[config.mk]
export PLATFORM = sky130hd
export DESIGN_NAME = hotkey_press_autorepeat
export DESIGN_NICKNAME = d
export VERILOG_FILES = /design/src/hw/rtl/hkar_pkg.sv /design/src/hw/rtl/hkar_ram.sv /design/src/hw/rtl/hkar_update.sv /design/src/hw/rtl/hotkey_press_autorepeat.sv
export SDC_FILE = /design/constraint.sdc
export NUM_CORES = 1
export LEC_CHECK = 0
export ABC_CLOCK_PERIOD_IN_PS = 10100
export BUFFER_PORTS_ARGS = -buffer_cell sky130_fd_sc_hd__buf_2
export CAP_MARGIN = 10
export CORE_AREA = 10 10 367 369
export CTS_BUF_LIST = sky130_fd_sc_hd__clkbuf_4 sky130_fd_sc_hd__clkbuf_8
export CTS_CLUSTER_SIZE = 14
export DETAILED_ROUTE_END_ITERATION = 16
export DIE_AREA = 0 0 377 379
export GPL_TIMING_DRIVEN = 0
export SLEW_MARGIN = 15
export SYNTH_ARGS = -nofsm -noshare
export SYNTH_HDL_FRONTEND = slang
export SYNTH_HIERARCHICAL = 1
export SYNTH_SLANG_ARGS = --single-unit
[constraint.sdc]
create_clock -name clk -period 10.1 [get_ports clk]
set_input_delay 1.01 -clock clk [delete_from_list [all_inputs] [get_ports clk]]
set_output_delay 1.01 -clock clk [all_outputs]
set_load 0.005 [all_outputs]
[src/hw/rtl/hkar_pkg.sv]
// Package for the hotkey press and autorepeat block.
// Holds the transaction payload types, command and register codes, and reset constants.
// No dependencies.
`default_nettype none

package hkar_pkg;

  // Item kinds carried in the mode field.
  localparam logic MODE_BIND = 1'b0;
  localparam logic MODE_POLL = 1'b1;

  // Configuration register indexes.
  localparam logic CFG_DEFAULT_DELAY = 1'b0;
  localparam logic CFG_CAPTURE       = 1'b1;

  // Register reset values.
  localparam logic [15:0] DEFAULT_DELAY_RESET = 16'd100;

  // Field widths fixed by the interface.
  localparam int unsigned SLOT_W  = 4;
  localparam int unsigned NOW_W   = 48;
  localparam int unsigned DELAY_W = 16;

  typedef struct packed {
    logic               mode;
    logic [SLOT_W-1:0]  slot;
    logic               key_down;
    logic [NOW_W-1:0]   now_ms;
    logic               window_focused;
    logic               repeat_enable;
    logic [DELAY_W-1:0] repeat_delay;
    logic               wheel_binding;
  } in_item_t;

  typedef struct packed {
    logic              fire;
    logic [SLOT_W-1:0] fired_slot;
  } out_item_t;

endpackage

`default_nettype wire

[src/hw/rtl/hkar_ram.sv]
// Simple dual-port synchronous RAM for the slot table.
// One write port and one read port with a registered read; no dependencies.
`default_nettype none

module hkar_ram #(
  parameter int unsigned WIDTH = 67,
  parameter int unsigned DEPTH = 16,
  parameter int unsigned AW    = (DEPTH > 1) ? $clog2(DEPTH) : 1
) (
  input  wire logic             clk,
  input  wire logic             rd_en,
  input  wire logic [AW-1:0]    rd_addr,
  output logic      [WIDTH-1:0] rd_data,
  input  wire logic             wr_en,
  input  wire logic [AW-1:0]    wr_addr,
  input  wire logic [WIDTH-1:0] wr_data
);

  logic [WIDTH-1:0] mem [DEPTH];

  // Write port.
  always_ff @(posedge clk) begin
    if (wr_en) begin
      mem[wr_addr] <= wr_data;
    end
  end

  // Registered read port; data holds while no read is issued.
  always_ff @(posedge clk) begin
    if (rd_en) begin
      rd_data <= mem[rd_addr];
    end
  end

endmodule

`default_nettype wire

[src/hw/rtl/hkar_update.sv]
// Slot update logic: computes the fire decision and the new table entry for one item.
// Depends on hkar_pkg for the item type and mode codes.
`default_nettype none

module hkar_update #(
  parameter int unsigned TIME_BITS = 48
) (
  input  wire hkar_pkg::in_item_t   item,
  input  wire logic                 in_range,
  input  wire logic [15:0]          default_delay,
  input  wire logic                 capture,
  // Current entry.
  input  wire logic                 cur_held,
  input  wire logic                 cur_rep_en,
  input  wire logic                 cur_wheel,
  input  wire logic [15:0]          cur_delay,
  input  wire logic [TIME_BITS-1:0] cur_due,
  // Decision and new entry.
  output logic                      fire,
  output logic                      wr_en,
  output logic                      new_held,
  output logic                      new_rep_en,
  output logic                      new_wheel,
  output logic [15:0]               new_delay,
  output logic [TIME_BITS-1:0]      new_due
);

  import hkar_pkg::*;

  logic [63:0]          now_wide;
  logic [TIME_BITS-1:0] now_t;
  logic [TIME_BITS:0]   due_sum;
  logic [TIME_BITS-1:0] due_sat;
  logic                 active;

  // Time masked to the stored width.
  assign now_wide = {16'b0, item.now_ms};
  assign now_t    = now_wide[TIME_BITS-1:0];

  // Next due time, saturating at the largest time value.
  assign due_sum = {1'b0, now_t} + (TIME_BITS+1)'(cur_delay);
  assign due_sat = due_sum[TIME_BITS] ? '1 : due_sum[TIME_BITS-1:0];

  assign active = in_range && (item.mode == MODE_POLL)
                  && (item.window_focused || capture);

  // Bind programs the slot; a poll walks the wheel, press, hold and release cases.
  always_comb begin
    fire       = 1'b0;
    wr_en      = 1'b0;
    new_held   = cur_held;
    new_rep_en = cur_rep_en;
    new_wheel  = cur_wheel;
    new_delay  = cur_delay;
    new_due    = cur_due;
    if (in_range && (item.mode == MODE_BIND)) begin
      wr_en      = 1'b1;
      new_rep_en = item.repeat_enable;
      new_wheel  = item.wheel_binding;
      new_delay  = (item.repeat_delay != '0) ? item.repeat_delay : default_delay;
      new_held   = 1'b0;
      new_due    = '0;
    end else if (active) begin
      wr_en = 1'b1;
      if (cur_wheel) begin
        fire     = item.key_down;
        new_held = 1'b0;
        new_due  = '0;
      end else if (!item.key_down) begin
        new_held = 1'b0;
        new_due  = '0;
      end else if (!cur_held) begin
        fire     = 1'b1;
        new_held = 1'b1;
        if (cur_rep_en) begin
          new_due = due_sat;
        end
      end else if (cur_rep_en && (now_t >= cur_due)) begin
        fire    = 1'b1;
        new_due = due_sat;
      end
    end
  end

endmodule

`default_nettype wire

[src/hw/rtl/hotkey_press_autorepeat.sv]
// Top level of the hotkey press detector with typematic autorepeat.
// Depends on hkar_pkg, hkar_ram and hkar_update.
//
//   channel | ports                               | moves
//   --------+-------------------------------------+-------------------------------
//   input   | in_valid, in_ready, in_data         | bind or poll item for one slot
//   result  | out_valid, out_ready, out_data      | fire flag and echoed slot
//   config  | cfg_valid, cfg_ready, cfg_index/data | register write, always ready
//
// Accepting an item issues the slot table read; the registered read data then feeds
// the update, which writes the entry back and loads the output register.
// in_ready is low while an item is in flight, so a read never overlaps a write.
// A full output register holds the in-flight item until out_ready frees it.
// Reset clears the per-slot valid bits at once; an unwritten slot reads as zero.
`default_nettype none

module hotkey_press_autorepeat #(
  parameter int unsigned SLOT_COUNT = 16,
  parameter int unsigned TIME_BITS  = 48
) (
  input  wire logic                 clk,
  input  wire logic                 rst_n,
  input  wire logic                 in_valid,
  output logic                      in_ready,
  input  wire hkar_pkg::in_item_t   in_data,
  output logic                      out_valid,
  input  wire logic                 out_ready,
  output hkar_pkg::out_item_t       out_data,
  input  wire logic                 cfg_valid,
  output logic                      cfg_ready,
  input  wire logic                 cfg_index,
  input  wire logic [15:0]          cfg_data
);

  import hkar_pkg::*;

  localparam int unsigned AW      = (SLOT_COUNT > 1) ? $clog2(SLOT_COUNT) : 1;
  localparam int unsigned ENTRY_W = TIME_BITS + 19;

  // Configuration registers.
  logic [15:0] default_delay_r, default_delay_nxt;
  logic        capture_r, capture_nxt;

  // In-flight item and output register.
  logic      s1_valid_r, s1_valid_nxt;
  in_item_t  s1_item_r;
  logic      out_valid_r, out_valid_nxt;
  out_item_t out_data_r, out_data_nxt;

  // Per-slot valid bits.
  logic [SLOT_COUNT-1:0] slot_valid_r, slot_valid_nxt;

  logic                 in_fire;
  logic                 s1_done;
  logic [7:0]           in_slot_wide;
  logic [7:0]           s1_slot_wide;
  logic [AW-1:0]        rd_addr;
  logic [AW-1:0]        s1_idx;
  logic                 s1_in_range;
  logic [ENTRY_W-1:0]   rd_data;
  logic [ENTRY_W-1:0]   cur_entry;
  logic [ENTRY_W-1:0]   wr_data;
  logic                 upd_fire;
  logic                 upd_wr;
  logic                 new_held;
  logic                 new_rep_en;
  logic                 new_wheel;
  logic [15:0]          new_delay;
  logic [TIME_BITS-1:0] new_due;

  // Handshakes.
  assign in_ready  = !s1_valid_r;
  assign in_fire   = in_valid && in_ready;
  assign s1_done   = s1_valid_r && (!out_valid_r || out_ready);
  assign cfg_ready = 1'b1;
  assign out_valid = out_valid_r;
  assign out_data  = out_data_r;

  // Slot addressing.
  assign in_slot_wide = {4'b0, in_data.slot};
  assign s1_slot_wide = {4'b0, s1_item_r.slot};
  assign rd_addr      = in_slot_wide[AW-1:0];
  assign s1_idx       = s1_slot_wide[AW-1:0];
  assign s1_in_range  = 32'(s1_item_r.slot) < SLOT_COUNT;

  // Slot table.
  hkar_ram #(
    .WIDTH (ENTRY_W),
    .DEPTH (SLOT_COUNT),
    .AW    (AW)
  ) u_ram (
    .clk     (clk),
    .rd_en   (in_fire),
    .rd_addr (rd_addr),
    .rd_data (rd_data),
    .wr_en   (s1_done && upd_wr),
    .wr_addr (s1_idx),
    .wr_data (wr_data)
  );

  // An entry never written reads as all zero.
  assign cur_entry = (s1_in_range && slot_valid_r[s1_idx]) ? rd_data : '0;

  hkar_update #(
    .TIME_BITS (TIME_BITS)
  ) u_update (
    .item          (s1_item_r),
    .in_range      (s1_in_range),
    .default_delay (default_delay_r),
    .capture       (capture_r),
    .cur_held      (cur_entry[ENTRY_W-1]),
    .cur_rep_en    (cur_entry[ENTRY_W-2]),
    .cur_wheel     (cur_entry[ENTRY_W-3]),
    .cur_delay     (cur_entry[TIME_BITS+15:TIME_BITS]),
    .cur_due       (cur_entry[TIME_BITS-1:0]),
    .fire          (upd_fire),
    .wr_en         (upd_wr),
    .new_held      (new_held),
    .new_rep_en    (new_rep_en),
    .new_wheel     (new_wheel),
    .new_delay     (new_delay),
    .new_due       (new_due)
  );

  assign wr_data = {new_held, new_rep_en, new_wheel, new_delay, new_due};

  // Next-state logic for control, valid bits, output and configuration.
  always_comb begin
    s1_valid_nxt      = s1_valid_r;
    out_valid_nxt     = out_valid_r;
    out_data_nxt      = out_data_r;
    slot_valid_nxt    = slot_valid_r;
    default_delay_nxt = default_delay_r;
    capture_nxt       = capture_r;
    if (out_valid_r && out_ready) begin
      out_valid_nxt = 1'b0;
    end
    if (s1_done) begin
      s1_valid_nxt            = 1'b0;
      out_valid_nxt           = 1'b1;
      out_data_nxt.fire       = upd_fire;
      out_data_nxt.fired_slot = s1_item_r.slot;
      if (upd_wr) begin
        slot_valid_nxt[s1_idx] = 1'b1;
      end
    end
    if (in_fire) begin
      s1_valid_nxt = 1'b1;
    end
    if (cfg_valid && cfg_ready) begin
      case (cfg_index)
        CFG_DEFAULT_DELAY: default_delay_nxt = cfg_data;
        CFG_CAPTURE:       capture_nxt       = cfg_data[0];
        default:           default_delay_nxt = default_delay_r;
      endcase
    end
  end

  // Control registers.
  always_ff @(posedge clk) begin
    if (!rst_n) begin
      s1_valid_r      <= 1'b0;
      out_valid_r     <= 1'b0;
      slot_valid_r    <= '0;
      default_delay_r <= DEFAULT_DELAY_RESET;
      capture_r       <= 1'b0;
    end else begin
      s1_valid_r      <= s1_valid_nxt;
      out_valid_r     <= out_valid_nxt;
      slot_valid_r    <= slot_valid_nxt;
      default_delay_r <= default_delay_nxt;
      capture_r       <= capture_nxt;
    end
  end

  // Payload registers.
  always_ff @(posedge clk) begin
    out_data_r <= out_data_nxt;
    if (in_fire) begin
      s1_item_r <= in_data;
    end
  end

endmodule

`default_nettype wire
* After elaboration in Yosys (flattened, before gate mapping)
Memory sizes are Yosys's and may differ from the RTL's. A register that Yosys moved wholly into a read port is not among the register bits. Cells that the tools add are included.
Storage, ports and cells: input bits 95, RAM bits 1072, memories kept 1, output and inout bits 8, register bits 113
Memories:
- u_ram.mem | depth 16, bits a word 67, rd ports 1, clocked after memory_dff 1, write ports 1, line hkar_ram.sv:19 | logic [WIDTH-1:0] mem [DEPTH];
Operators by class: $add $sub $neg 1, magnitude comparators 3, reductions and logical operators 18, bitwise gates (word level) 2, multiplexer cells 33
Operator list (number):
- 48-bit two-way mux | 8
- 67-bit two-way mux | 1
- 48-bit by 16-bit adder with 49-bit output | 1
- 48-bit >= comparator | 1
- 16-bit two-way mux | 2
- 1-bit two-way mux | 20
- 16-bit OR | 1
- 16-bit nonzero test | 1
- 2-bit AND reduction | 4
- 1-bit logical AND | 7
- 4-bit by 5-bit < comparator with 1-bit output (second input constant) | 1
- 1-bit binary-select mux with 4-bit select | 1
- 1-bit demux with 4-bit select | 1
- 4-bit by 1-bit >= comparator with 1-bit output (second input constant) | 1
- 2-bit nonzero test | 2
- 1-bit zero test | 2
- 1-bit logical OR | 2
- 1-bit inverter | 1

* Logic depth before layout (Yosys ltp)
depth in word-level cells 11, depth in mapped cells 19

* Modules after synthesis
The synthesis kept the hierarchy.
Modules (own cells, without submodules):
- hkar_ram | instances 1, area each 42109.1 um^2, sequential area each 34202.8 um^2, cells each 1724
- hotkey_press_autorepeat | instances 1, area each 4299.1 um^2, sequential area each 3042.9 um^2, cells each 317
- hkar_update | instances 1, area each 4067.7 um^2, sequential area each 0.0 um^2, cells each 651

* Least setup slack after synthesis
OpenSTA, ideal clock, no wires.
path type input-to-reg, from input port in_valid, to register s1_item_r (netlist bit s1_idx[0]), enable pin, path slack 2371 ps, path buffers 0, stages on the path 1, library setup time 658 ps, data arrival time 7071 ps, data required time 9442 ps, cell sequence nor2b_1
On the way: word-level cells in the longest chain between the ends 1
RTL lines:
- from (decl) | line hotkey_press_autorepeat.sv:23 | input wire logic in_valid,
- 1-bit logical AND | line hotkey_press_autorepeat.sv:73 | assign in_fire = in_valid && in_ready;
- to (signal assigned) | line hotkey_press_autorepeat.sv:180 | s1_item_r <= in_data;
- to (decl) | line hotkey_press_autorepeat.sv:46 | in_item_t s1_item_r;
Every way passes these cells. A chain may end at the register's enable or synchronous reset.

* Worst setup path in the final report
from register s1_item_r (netlist bit s1_idx[0]), to memory u_ram.mem[14][39], data pin
On the way: word-level cells in the longest chain between the ends 11, elaborated cells on any way between the ends 14, classes of those cells 1 x add/sub; 1 x order compare; 11 x mux; 1 x reduce/logical
RTL lines:
- 1-bit binary-select mux with 4-bit select * | line hotkey_press_autorepeat.sv:102 | assign cur_entry = (s1_in_range && slot_valid_r[s1_idx]) ? rd_data : '0;
- 1-bit two-way mux (implied by the code) * | line hotkey_press_autorepeat.sv:102
- 67-bit two-way mux * | line hotkey_press_autorepeat.sv:102
- via cur_entry[51] | line hotkey_press_autorepeat.sv:61 | logic [ENTRY_W-1:0] cur_entry;
- 48-bit by 16-bit adder with 49-bit output * | line hkar_update.sv:41 | assign due_sum = {1'b0, now_t} + (TIME_BITS+1)'(cur_delay);
- 48-bit two-way mux * | line hkar_update.sv:42 | assign due_sat = due_sum[TIME_BITS] ? '1 : due_sum[TIME_BITS-1:0];
- 48-bit two-way mux (on tied branches) | line hkar_update.sv:75, hkar_update.sv:78
- 48-bit two-way mux * | line hkar_update.sv:72 | end else if (!cur_held) begin
- 48-bit two-way mux * | line hkar_update.sv:69 | end else if (!item.key_down) begin
- 48-bit two-way mux * | line hkar_update.sv:65 | if (cur_wheel) begin
- 48-bit two-way mux * | line hkar_update.sv:63 | end else if (active) begin
- 48-bit two-way mux * | line hkar_update.sv:56 | if (in_range && (item.mode == MODE_BIND)) begin
- via new_due[39] | line hotkey_press_autorepeat.sv:69 | logic [TIME_BITS-1:0] new_due;
- to (decl) | line hkar_ram.sv:19
Mark *: on every way through the listed nets, which the timed path passes. The rest lies on a longest branch. The select of a mux whose other input is x is not followed.

==> impl_metrics.ini <==
[status]
status = completed

[grt]
grt_usage_pct = 19.4
grt_util_met1_pct = 26.9
grt_pass1_wl_mm = 201
grt_max_degree = 28
grtUsageMet3_pct = 4.43
busiest_layer = met2
antenna_found_initial = 7
overflow = 0
grt_use_met2_pct = 30.4
grt_pass1_vias = 28748

[detailed_routing]
post_drt_via_cell_ratio = 5.71
vias = 28120
initialDrtViolationCount = 3028
ant_nets = 0
wl_per_cell_um = 28.3
wl_mm = 140
drc = 0
firstDrtPassIters = 5

[clock_tree]
cts_tree = yes
htree_levels = 4
clkTransAtPathRegs_ns = 0.06
cts_max_path_buffers = 3
clock_sinks = 1252
postCtsHoldBufs = 0
cts_buffers = 200
cts_resized = 0
cts_setup_buffers = 0
clock_latency_ns = 0.94
root_buffer = clkbuf_8

[timing]
fmax_mhz = 161
worstMarginPinSlew_ns = 1.23
finalCritPeriodShare_pct = 61.6
final-hold-violation-count = 0
fin_skew_ns = 0.0375
hold_ws_ns = 0.248
period_needed_ns = 6.22
finalSetupViolations = 0
slew_violations = 0
grt_setup_unrepaired = no
relSlewSlack_pct = 17.8
finalSetupTns_ns = 0

[critical_path]
crit_required_ns = 10.66
reg2reg_to = u_ram/mem[14][39]
crit_end = u_ram/mem[14][39]
startpoint_type = register
crit_path_start = s1_idx[0]
r2r-start = s1_idx[0]
rrSetupSlack_ns = 3.88
rr_worst_depth = 16
worstPathArrival_ns = 6.78
end_kind = register
crit_fanout = 16
path_class = register to register

[die]
die_area_um2 = 143000
io_pins = 103
die_h_um = 379
start_util_pct = 39.7
core.rowCount = 131
die_x_um = 377
core_area_um2 = 127000

[cells_and_area]
finalNetCount = 3264
final_util_pct = 46.4
fillerInstances = 10591
final_cell_count_no_fill = 4926
drive_gt1_share_pct = 28.0
areaGrowthSynthToFinish_pct = 16.6
stdcell_area_um2 = 58900

[yosys]
synth-seq-area-share_pct = 73.8
synth_ff_type = edfxtp_1
yosysUniqueCellTypes = 77
synth_warnings = 6
avgSynthCellArea_um2 = 18.8
synth_top_area_cell = edfxtp_1
async_flop_share_pct = 0
synth_edf_count = 1217
synth_top_area_share_pct = 72.4
netlist_instances = 2692
synth_area_leaders = edfxtp_1 (72%), mux4_2 (12%), a22oi_1 (2.0%)
ys_ff_latch = 1252
syn-cell-area_um2 = 50500

[placement]
dp_cells = 4559
port-buffer-count = 100
dpl_cell_area_um2 = 54900
place_congestion = 0.842
dp_hpwl_mm = 93.8

[job]
max-cap-violations = 0

[hold_path]
hold_class = primary input to register
hold_depth = 1

[power_and_ir_drop]
vdd_drop_max_v = 0.000106
cellPowerDensity_nw_per_um2 = 184
power_leakage_uw = 0.0197
[registers in the layout, summed over array words and instances, names as in the netlist]
register and flops:
slot_valid_r 16, default_delay_r 16, u_ram/rd_data 67, s1_item_r 69
u_ram/mem 1072, out_valid 1, capture_r 1, out_data 5
s1_valid_r 1, s1_idx 4
[layer usage]
metal  vias up  share of wire (%)
met5         -                  0
li1      11745                  -
met2      1367                 47
met4         0                2.5
met3       226                8.9
met1     14782                 42
[logic make-up (layout without fill, tap and decap cells)]
group	count (synthesis)	after routing	synth area share, %
fa+ha+maj	65	65	1.63
mux	282	282	12.3
compound gates	365	365	4.89
xor+xnor	34	34	0.590
buf+inv	200	765	1.96
other cells	1	8	0.00743
simple gates	493	493	4.84
flops	1252	1252	73.8
[stage by stage]
step	setup slack (ns)	power (uW)
floorplan	2.37	6380
global placement	-3.76	6640
detailed placement	3.46	6670
CTS	3.48	11000
global route	3.60	11300
finish	3.88	10900
[synth_stat cells (all sizes together) (35+ instances only)]
cell and n:
edfxtp 1217, dfxtp 35, nand2 249, and2 73, o21ai 95, mux4 270
nor2 39, nand3 39, clkbuf 66, a22oi 135, inv 63, buf 71
a21oi 56, ha 64
[cell usage in the layout (no fill, tap or decap), types with 12 or more instances in the layout]
cell and count:
xnor2_1 21, and2_1 43, clkbuf_4 58, buf_1 18, nor2_4 12, a21oi_1 54, buf_12 30, clkbuf_8 207
xor2_1 13, clkinv_1 52, clkbuf_1 65, buf_16 26, o21ai_0 65, mux4_2 270, a22oi_1 135, a21boi_0 16
ha_1 64, nand2_1 247, and2_4 30, clkinv_2 17, o21ai_1 29, nand4_1 23, nor2_1 26, inv_1 63
nand3_1 39, dfxtp_1 35, edfxtp_1 1217, buf_6 29, buf_4 58, buf_2 117
[power breakdown]
group / switching [uW] / total (uW) / internal [uW]
registers: 58.6 / 5860 / 5800
clock network: 2000 / 4280 / 2280
logic: 447 / 709 / 262
total: 2510 / 10900 / 8340
[critical path: stages (launching register included)]
cell,delay (ns)
edfxtp_1,0.56
buf_6,0.23
mux4_2,0.34
nor2_1,0.05
o22ai_2,0.62
buf_6,0.27
buf_6,0.18
and2_4,0.20
ha_1,0.30
a21o_1,0.22
a21oi_1,0.37
a21oi_1,0.18
o41ai_1,0.81
o22ai_1,0.35
nand3_1,0.21
mux2i_1,0.09
o21ai_1,0.84
[how the worst min path moves through the flow]
stage | from | end
2_1_floorplan | slot_valid_r[11] | slot_valid_r[11]
3_3_place_gp | slot_valid_r[7] | slot_valid_r[7]
3_5_place_dp | slot_valid_r[4] | slot_valid_r[4]
4_1_cts | in_data[28] | s1_item_r[28]
5_1_grt | in_data[28] | s1_item_r[28]
6_report | in_data[28] | s1_item_r[28]
[cell type report]
cell class / instances / area, um2 / share of cell area (%)
Buffer: 137 / 754 / 1.28
Timing Repair Buffer: 207 / 2230 / 3.78
Clock buffer: 265 / 3280 / 5.58
Antenna cell: 4 / 10.0 / 0.0170
Tap cell: 1662 / 2080 / 3.53
Clock inverter: 93 / 658 / 1.12
Sequential cell: 1252 / 37200 / 63.3
Inverter: 63 / 236 / 0.402
Multi-Input combinational cell: 1243 / 12400 / 21.0
Power figures use the tool's default switching activity.
